**config.mk**
```make
export PLATFORM = sky130hd
export DESIGN_NAME = dtof_queue
export DESIGN_NICKNAME = d
export VERILOG_FILES = /design/src/rtl/dtof_pkg.sv /design/src/rtl/dtof_queue.sv
export SDC_FILE = /design/constraint.sdc
export NUM_CORES = 1
export LEC_CHECK = 0
export ABC_AREA = 1
export BUFFER_PORTS_ARGS = -buffer_cell sky130_fd_sc_hd__buf_2
export CAP_MARGIN = 25
export CORE_ASPECT_RATIO = 1.1
export CORE_UTILIZATION = 63
export CTS_BUF_LIST = sky130_fd_sc_hd__clkbuf_4 sky130_fd_sc_hd__clkbuf_8
export DETAILED_ROUTE_END_ITERATION = 10
export PLACE_DENSITY = 0.92
export RECOVER_POWER = 100
export SETUP_SLACK_MARGIN = 0.3
export SLEW_MARGIN = 20
export SYNTH_ARGS = -nofsm -noshare
export SYNTH_HDL_FRONTEND = slang
export SYNTH_SLANG_ARGS = --single-unit
```
**constraint.sdc**
```tcl
create_clock -name clk -period 3.95 [get_ports clk]
set_input_delay 0.1975 -clock clk [delete_from_list [all_inputs] [get_ports clk]]
set_output_delay 0.1975 -clock clk [all_outputs]
set_load 0.005 [all_outputs]
```
**src/rtl/dtof_pkg.sv**
```systemverilog
// Package for the double-sided two-way ranging time-of-flight block.
// Holds the default interval width, the fixed field widths of the ports and the queue depth and pointer width.
// No dependencies.
package dtof_pkg;

  localparam int INTERVAL_BITS_DEF = 32;
  localparam int TS_LONG_BITS      = 40;
  localparam int TS_SHORT_BITS     = 32;
  localparam int IN_DATA_BITS      = 3 * TS_LONG_BITS + 3 * TS_SHORT_BITS;
  localparam int FLIGHT_BITS       = 32;
  localparam int QUEUE_DEPTH       = 4;
  localparam int QUEUE_PTR_BITS    = 2;

endpackage

```
**src/rtl/dtof_queue.sv**
```systemverilog
// Short queue between front and back parts, one word per entry.
// Depends on dtof_pkg.
module dtof_queue #(
  parameter int WIDTH = 8
) (
  input  logic             clk,
  input  logic             rst,
  input  logic             push,
  input  logic [WIDTH-1:0] wdata,
  output logic             full,
  input  logic             pop,
  output logic             head_valid,
  output logic [WIDTH-1:0] rdata
);
  import dtof_pkg::*;

  logic [WIDTH-1:0]          slots [QUEUE_DEPTH];
  logic [QUEUE_PTR_BITS-1:0] wr_ptr, rd_ptr;
  logic [QUEUE_PTR_BITS:0]   count;
  logic                      do_pop;

  assign full       = (count == (QUEUE_PTR_BITS+1)'(QUEUE_DEPTH));
  assign head_valid = (count != '0);
  assign do_pop     = pop && head_valid;
  assign rdata      = slots[rd_ptr];

  // pointers and fill count
  always_ff @(posedge clk) begin
    if (rst) begin
      wr_ptr <= '0;
      rd_ptr <= '0;
      count  <= '0;
    end else begin
      if (push) wr_ptr <= wr_ptr + 1'b1;
      if (do_pop) rd_ptr <= rd_ptr + 1'b1;
      count <= count + (QUEUE_PTR_BITS+1)'(push) - (QUEUE_PTR_BITS+1)'(do_pop);
    end
  end

  // store word
  always_ff @(posedge clk) begin
    if (push) slots[wr_ptr] <= wdata;
  end

endmodule

```
==> key figures, run 1 <==
Min path
  – Hold EP: count[1]
  – Worst Hold Depth: 2
  – Min-Delay Path Class: in2reg
  – Hold Crit Start: rst

Placed design
  – Global placer's final weighted congestion: 0.801
  – PortBufs: 21
  – DP Cell Count: 188
  – Placed wire-length estimate: 1980 um
  – DP Worst Slack: 2.24 ns

Global route
  – Total global routing overflow: 0
  – First-pass GRT wire length: 4530 um
  – Vias in the first global route: 1051
  – Initial antenna violation count: 0
  – Largest net degree at the start of global routing: 18
  – Total GRT Usage: 23.3%

Synth
  – Synth Instances: 138
  – Syn Std Cell Area: 1660 sq um
  – Seq cells post-synth: 41
  – Syn nets: 157
  – Seq/Total Area, Yosys: 68.9%
  – Syn avg cell area: 12.0 sq um
  – Warnings, synthesis: 0
  – Netlist cell types: 17

Timing
  – Final worst setup slack: 1.84 ns
  – Setup TNS: 0 ns
  – Worst Tran Pin Value: 0.524 ns
  – Period Utilization, post-route: 53.5%
  – Final worst path period need: 2.11 ns
  – Slew headroom: 65.0%
  – Final setup violating endpoints: 0
  – Final hold viol count: 0
  – Worst Skew: 0.00356 ns
  – RSZ-0062 raised after global routing: false
  – Max Slew Vio Count: 0
  – Fmax: 474 MHz

Power and ir drop
  – Switch Pwr: 0.305 mW
  – Reg power frac: 53.9%
  – PwrDens: 548 nW/um^2
  – Peak supply drop: 0.000515 V
  – Pint: 0.692 mW
  – Leak: 0.716 nW
  – Switching Fraction: 30.6%
  – Comb pwr share: 25.1%
  – Clk network pwr share: 20.9%

Run
  – Max_cap viols: 0

Clocking
  – Worst-Skew Late Latency: 0.34 ns
  – Clock Path Buffers: 2
  – Post-CTS setup repair buffer count: 0
  – CTS tree: done
  – Post-CTS sizing: 0
  – H-tree levels: 2
  – Clock Sink Count: 41
  – Root buffer cell: clkbuf_4
  – CTS buffer count: 5
  – Hold-fix buffers, CTS: 0
  – Worst-path clk slew: 0.10 ns

Detailed routing
  – Final antenna-violating net count: 0
  – Vias per cell: 5.48
  – Routed wire length: 2800 um
  – Pre-antenna DRT Iters: 4
  – DR WL/cell: 14.3 um
  – Initial DRC Count: 40
  – Vias: 1074
  – DRC viols: 0

Cells and area
  – Final Non-Filler Cells: 196
  – Commonest non-fill, non-tap cells in the layout: edfxtp_1, nor2_1, inv_1
  – Synthesis-to-finish area growth: 9.89%
  – Commonest non-fill, non-tap cell in the layout: edfxtp_1
  – Area of the multi-input gates: 425 sq um
  – Register Area: 1140 sq um
  – FILL cells: 187
  – N_diodes: 0
  – Final Core Density: 72.9%
  – Layout cells sized above 1: 11.5%
  – Total Nets Final: 183

Floorplanning
  – Site row count: 19
  – Die area: 2840 sq um
  – Die width: 50.9 um
  – Die height: 55.8 um
  – Io pins: 22
  – Core area: 2500 sq um
  – Starting Density: 66.4%

Run status
  – Status: finished clean

Critical path
  – Startpoint types: flip-flop
  – CP endpoint kind: output pin
  – WS Path Type: reg2out
  – R2R cell count: 8
  – Reg2Reg Setup Slack: 2.20 ns
  – Crit path arrival time: 1.91 ns
  – Launching point of the worst reg2reg path: count[1]
  – CP max FO: 17
  – FF-to-FF End: count[2]
  – CP required: 3.75 ns
==> layer usage <==
layer	global-route usage [%]	share of wire (%)
met5	0	0
met4	11.9	1.9
met3	7.38	5.2
met2	39.8	53
met1	25.4	40
==> kinds of logic after synthesis <==
logic type,Yosys count,synth area share [%]
AOI/OAI and AO/OA,32,10.9
adders and majority gates,7,5.74
DFF,41,68.9
buffers and inverters,20,5.44
and+or+nand+nor,38,9.06
==> cells in the mapped netlist <==
library cell	number	area (sq um)
nand2_1	12	45.0
dfxtp_1	9	180
fa_1	1	20.0
ha_1	6	75.1
o22ai_1	8	50.1
buf_6	2	22.5
o21ai_2	2	17.5
nand3_1	2	10.0
o21ai_1	2	10.0
nor2_2	2	12.5
edfxtp_1	32	961
inv_1	17	63.8
a21boi_0	1	7.51
a21oi_1	5	25.0
o21ai_0	14	70.1
inv_2	1	3.75
nor2_1	22	82.6
==> critical path, stage by stage, from the launching register on <==
cell      delay [ns]
dfxtp_1         0.66
inv_1           0.38
o21ai_0         0.28
o22ai_1         0.12
clkbuf_2        0.13
==> flip-flops by register name, indices dropped and copies added (netlist names), named ones only <==
name and flops:
rd_ptr 2, wr_ptr 2, slots 32, count 3
==> power groups by stage <==
| stage | clock (mW) | sequential [mW] | combinational [mW] |
|---|---|---|---|
| floorplan | 0 | 0.532 | 0.187 |
| global placement | 0 | 0.545 | 0.233 |
| detailed placement | 0 | 0.548 | 0.257 |
| CTS | 0.214 | 0.538 | 0.259 |
| global route | 0.230 | 0.544 | 0.289 |
| finish | 0.209 | 0.538 | 0.251 |
==> area by class of cell <==
cell class                      instances  share of cell area (%)
Clock buffer                            8                    3.30
Inverter                               18                    3.71
Multi-Input combinational cell         77                    23.4
Sequential cell                        41                    62.7
Tap cell                               31                    2.13
Timing Repair Buffer                   21                    4.81
==> stage by stage <==
step	hold slack [ns]	power (mW)	area (sq um)
after floorplan	0.269	0.720	1660
after global placement	0.388	0.778	1780
after detailed placement	0.401	0.805	1780
after CTS	0.0269	1.01	1840
after global routing	0.0231	1.06	1820
final	0.0429	0.997	1820
==> worst max-delay path by stage <==
stage / start / cells past startpoint / endpoint
2_1_floorplan: count[1] / 8 / count[2]
3_3_place_gp: count[1] / 8 / count[2]
3_5_place_dp: count[1] / 8 / count[2]
4_1_cts: flip-flop / 4 / rdata[4]
5_1_grt: flip-flop / 4 / rdata[6]
6_report: flip-flop / 4 / rdata[4]
No activity file was read; power rests on OpenSTA's default activity.
==> run 2: changes to the inputs <==
CORE_UTILIZATION = 53   (was 63)
PLACE_DENSITY = 0.83   (was 0.92)
clock period = 1.9 ns   (was 3.95 ns; I/O delays follow)
==> run 2 against run 1 <==
Net effect: core utilization shrank 4.7 points; sequential cell count is the same; count of clock-buffer cells in the layout shrank 2; clock skew grew 0.012 ns.
==> key figures, run 2 (synthesis gave the netlist of run 1 again) <==
Detailed routing
  – DR WL/cell: 14.4 um
  – Pre-antenna DRT Iters: 4
  – DRC viols: 0
  – Vias per cell: 5.15
  – Final antenna-violating net count: 0
  – Initial DRC Count: 44
  – Routed wire length: 3020 um
  – Vias: 1081

Clocking
  – Clock Sink Count: 41
  – H-tree levels: 2
  – Clock Path Buffers: 2
  – Worst-path clk slew: 0.12 ns
  – Root buffer cell: clkbuf_4
  – CTS tree: done
  – Worst-Skew Late Latency: 0.33 ns
  – CTS buffer count: 5

Placed design
  – Placed wire-length estimate: 1930 um
  – Global placer's final weighted congestion: 0.741
  – PortBufs: 21
  – DP Cell Count: 191

Critical path
  – Crit path arrival time: 2.00 ns
  – WS Path Type: reg2reg
  – Startpoint types: flip-flop
  – CP required: 2.17 ns
  – CP max FO: 2
  – CP endpoint kind: flip-flop
  – R2R cell count: 9

Timing
  – Fmax: 577 MHz
  – Max Slew Vio Count: 0
  – Final setup violating endpoints: 0
  – Slew headroom: 74.0%
  – RSZ-0062 raised after global routing: true
  – Worst Tran Pin Value: 0.389 ns
  – Final hold viol count: 0
  – Setup TNS: 0 ns
  – Worst Skew: 0.0155 ns
  – Final worst path period need: 1.73 ns
  – Period Utilization, post-route: 91.2%

Floorplanning
  – Io pins: 22
  – Site row count: 20
  – Die area: 3350 sq um
  – Core area: 2880 sq um
  – Die width: 55.3 um
  – Die height: 60.6 um
  – Starting Density: 57.6%

Power and ir drop
  – Clk network pwr share: 18.8%
  – Leak: 0.779 nW
  – Pint: 1.48 mW
  – Peak supply drop: 0.000785 V
  – PwrDens: 1110 nW/um^2
  – Switch Pwr: 0.699 mW
  – Comb pwr share: 29.9%
  – Reg power frac: 51.3%
  – Switching Fraction: 32.1%

Cells and area
  – Commonest non-fill, non-tap cells in the layout: edfxtp_1, nor2_1, inv_1
  – Synthesis-to-finish area growth: 18.6%
  – Largest regs: slots: 32 flops, count: 3 flops
  – Commonest non-fill, non-tap cell in the layout: edfxtp_1
  – N_diodes: 0
  – Layout cells sized above 1: 19.2%
  – Final Non-Filler Cells: 210
  – Total Nets Final: 195
  – Largest Register: slots
  – Max reg flops: 32

Run status
  – Status: finished clean

Global route
  – First-pass GRT wire length: 4730 um
  – Vias in the first global route: 1050
  – Initial antenna violation count: 0
  – Largest net degree at the start of global routing: 17
  – Total global routing overflow: 0
  – Total GRT Usage: 19.4%

Min path
  – Min-Delay Path Class: in2reg
  – Worst Hold Depth: 3

Run
  – Max_cap viols: 0
run 2: final timing paths:
path                  start        end  slack [ns]
setup / recovery   count[0]   count[2]        0.17
hold / removal          pop  rd_ptr[0]        0.04
setup reg to reg   count[0]   count[2]        0.17
hold reg to reg   rd_ptr[0]  rd_ptr[0]        0.51
run 2: final cells by class:
cell class / instances / area, sq um
Timing Repair Buffer: 33 / 203
Inverter: 18 / 70.1
Sequential cell: 41 / 1140
Fill cell: 223 / 913
Tap cell: 33 / 41.3
Multi-Input combinational cell: 77 / 453
Clock buffer: 6 / 45.0
Clock inverter: 2 / 10.0
run 2: power groups by stage:
stage	logic, mW	clock network, mW	registers (mW)
2_1_floorplan	0.391	0	1.11
5_1_grt	0.739	0.462	1.13
3_5_place_dp	0.555	0	1.13
6_report	0.652	0.408	1.12
4_1_cts	0.615	0.417	1.11
3_3_place_gp	0.516	0	1.12
run 2: stage by stage:
| stage | hold slack (ns) | total power [mW] | worst slack, ns | cell area [sq um] | utilization, % |
|---|---|---|---|---|---|
| final | 0.0382 | 2.18 | 0.167 | 1960 | 68.3 |
| after CTS | 0.0286 | 2.14 | 0.205 | 1960 | 68.0 |
| after global routing | 0.0545 | 2.33 | 0.0768 | 1960 | 68.3 |
| after detailed placement | 0.286 | 1.68 | 0.177 | 1790 | 62.1 |
| after floorplan | 0.166 | 1.50 | 0.292 | 1660 | - |
| after global placement | 0.283 | 1.64 | 0.274 | 1790 | 62.1 |
run 2: critical path, cell delays in order (launching register included):
cell and delay, ns:
dfxtp_1 0.39, buf_4 0.13, inv_1 0.04, ha_1 0.27
inv_1 0.04, ha_2 0.16, fa_1 0.42, nand3_2 0.09
nand2_2 0.05, nor2_2 0.09
run 2: per-layer routing:
metal | global-route usage [%] | share of wire (%)
met4 | 8.93 | 1.5
met1 | 22.0 | 42
met5 | 0 | 0
met3 | 5.12 | 3.9
met2 | 35.1 | 52
run 2: repair_timing:
action | 4_1_cts | 5_1_grt
hold endpoints to repair | 34 | 0
setup endpoints to repair | 7 | 9
pin swaps | 2 | 2
hold buffers | 9 | 0
setup buffers | 2 | 0
gates resized for setup | 5 | 12
==> run 3: changes to the inputs <==
GPL_TIMING_DRIVEN = 0   (was not set)
SLEW_MARGIN = not set   (was 20)
==> run 3 against run 2 <==
Net effect: first-iteration DRC count grew 27%; worst setup slack hardly changed; register-to-register slack about the same; sequential share of layout area is 0.83 points lower; fmax about the same; largest power group unchanged.
==> key figures, run 3 (synthesis gave the netlist of run 1 again) <==
Global route
  – Largest net degree at the start of global routing: 13
  – Total global routing overflow: 0
  – Vias in the first global route: 1121
  – First-pass GRT wire length: 4860 um
  – Total GRT Usage: 20.5%
  – Initial antenna violation count: 0

Timing
  – Setup TNS: 0 ns
  – Slew headroom: 75.6%
  – Worst Skew: 0.0112 ns
  – Fmax: 577 MHz
  – Final worst setup slack: 0.168 ns
  – RSZ-0062 raised after global routing: true
  – Max Slew Vio Count: 0
  – Final worst path period need: 1.73 ns
  – Final setup violating endpoints: 0
  – Final hold viol count: 0
  – Worst Tran Pin Value: 0.366 ns
  – Period Utilization, post-route: 91.2%

Detailed routing
  – DRC viols: 0
  – Vias per cell: 5.26
  – Vias: 1130
  – Routed wire length: 3020 um
  – Final antenna-violating net count: 0
  – Initial DRC Count: 56
  – DR WL/cell: 14.0 um
  – Pre-antenna DRT Iters: 4

Placed design
  – DP Cell Count: 192
  – Global placer's final weighted congestion: 0.713
  – DP Worst Slack: 0.160 ns
  – PortBufs: 21
  – Placed wire-length estimate: 2010 um

Cells and area
  – Final Core Density: 69.5%
  – Total Nets Final: 200
  – Final Non-Filler Cells: 215
  – Layout cells sized above 1: 20.9%
  – Register Area: 1150 sq um
  – Max reg flops: 32
  – Largest regs: slots: 32 flops, count: 3 flops
  – Area of the multi-input gates: 448 sq um
  – N_diodes: 0
  – Largest Register: slots
  – Synthesis-to-finish area growth: 20.7%
  – FILL cells: 207
  – Commonest non-fill, non-tap cells in the layout: edfxtp_1, nor2_1, inv_1
  – Commonest non-fill, non-tap cell in the layout: edfxtp_1

Critical path
  – CP required: 2.15 ns
  – CP endpoint kind: flip-flop
  – Crit path arrival time: 1.98 ns
  – Startpoint types: flip-flop
  – Launching point of the worst reg2reg path: count[0]
  – R2R cell count: 8
  – WS Path Type: reg2reg
  – CP max FO: 2
  – CP startpoint: count[0]

Clocking
  – Root buffer cell: clkbuf_4
  – Worst-Skew Late Latency: 0.35 ns
  – CTS buffer count: 5
  – Worst-path clk slew: 0.11 ns
  – Clock Sink Count: 41
  – CTS tree: done
  – Clock Path Buffers: 2
  – H-tree levels: 2

Floorplanning
  – Io pins: 22
  – Die width: 55.3 um
  – Core area: 2880 sq um
  – Site row count: 20
  – Die area: 3350 sq um
  – Die height: 60.6 um
  – Starting Density: 57.6%

Min path
  – Worst Hold Depth: 3
  – Min-Delay Path Class: in2reg
  – Hold Crit Start: pop

Power and ir drop
  – Leak: 0.803 nW
  – Clk network pwr share: 18.2%
  – Reg power frac: 49.4%
  – Pint: 1.54 mW
  – PwrDens: 1130 nW/um^2
  – Switching Fraction: 31.7%
  – Total Power: 2.26 mW
  – Comb pwr share: 32.3%
  – Switch Pwr: 0.716 mW
  – Peak supply drop: 0.00101 V

Run status
  – Status: finished clean

Run
  – Max_cap viols: 0
==> run 3: path summary, 6_finish.rpt <==
path          endpoint  slack, ns
max           count[2]       0.17
min          rd_ptr[0]       0.03
max reg2reg   count[2]       0.17
min reg2reg  rd_ptr[0]       0.52
==> run 3: what timing repair did <==
| action | CTS | global route |
|---|---|---|
| resized for setup | 8 | 5 |
| endpoints found under the setup margin | 4 | 4 |
| setup buffers | 5 | 1 |
| hold buffers | 8 | 1 |
| hold endpoints to repair | 34 | 2 |
| pin swaps | 3 | 2 |
==> run 3: through the flow <==
step | hold WS [ns] | area [sq um]
floorplan | 0.166 | 1660
global placement | 0.280 | 1800
detailed placement | 0.283 | 1800
CTS | -0.104 | 1990
global route | 0.0335 | 2000
finish | 0.0335 | 2000
==> run 3: routing by layer <==
layer | up-vias | track usage, % | part of all wire, %
met3 | 9 | 5.76 | 4.1
met1 | 532 | 21.6 | 40
li1 | 560 | - | -
met2 | 29 | 35.6 | 53
met4 | 0 | 16.4 | 2.6
met5 | - | 0 | 0
==> run 3: layout make-up <==
type | count | share of cell area [%]
inverter | 18 | 3.38
sequential | 41 | 57.3
clock buffer | 6 | 2.25
multi-input combinational | 77 | 22.4
clock inverter | 2 | 0.501
timing repair buffer | 36 | 11.3
tap | 33 | 2.07
buffer | 2 | 0.814
==> run 3: critical path, cell delays in order (launching register included) <==
cell	delay, ns
dfxtp_1	0.38
clkbuf_4	0.15
inv_1	0.04
ha_1	0.27
inv_1	0.04
ha_2	0.16
fa_1	0.41
a21oi_2	0.13
nor2_1	0.05
==> run 3: power groups by stage <==
stage,sequential (mW),clock [mW],combinational (mW)
global route,1.13,0.455,0.827
finish,1.12,0.411,0.730
global placement,1.12,0,0.551
floorplan,1.11,0,0.391
CTS,1.11,0.424,0.707
detailed placement,1.12,0,0.587
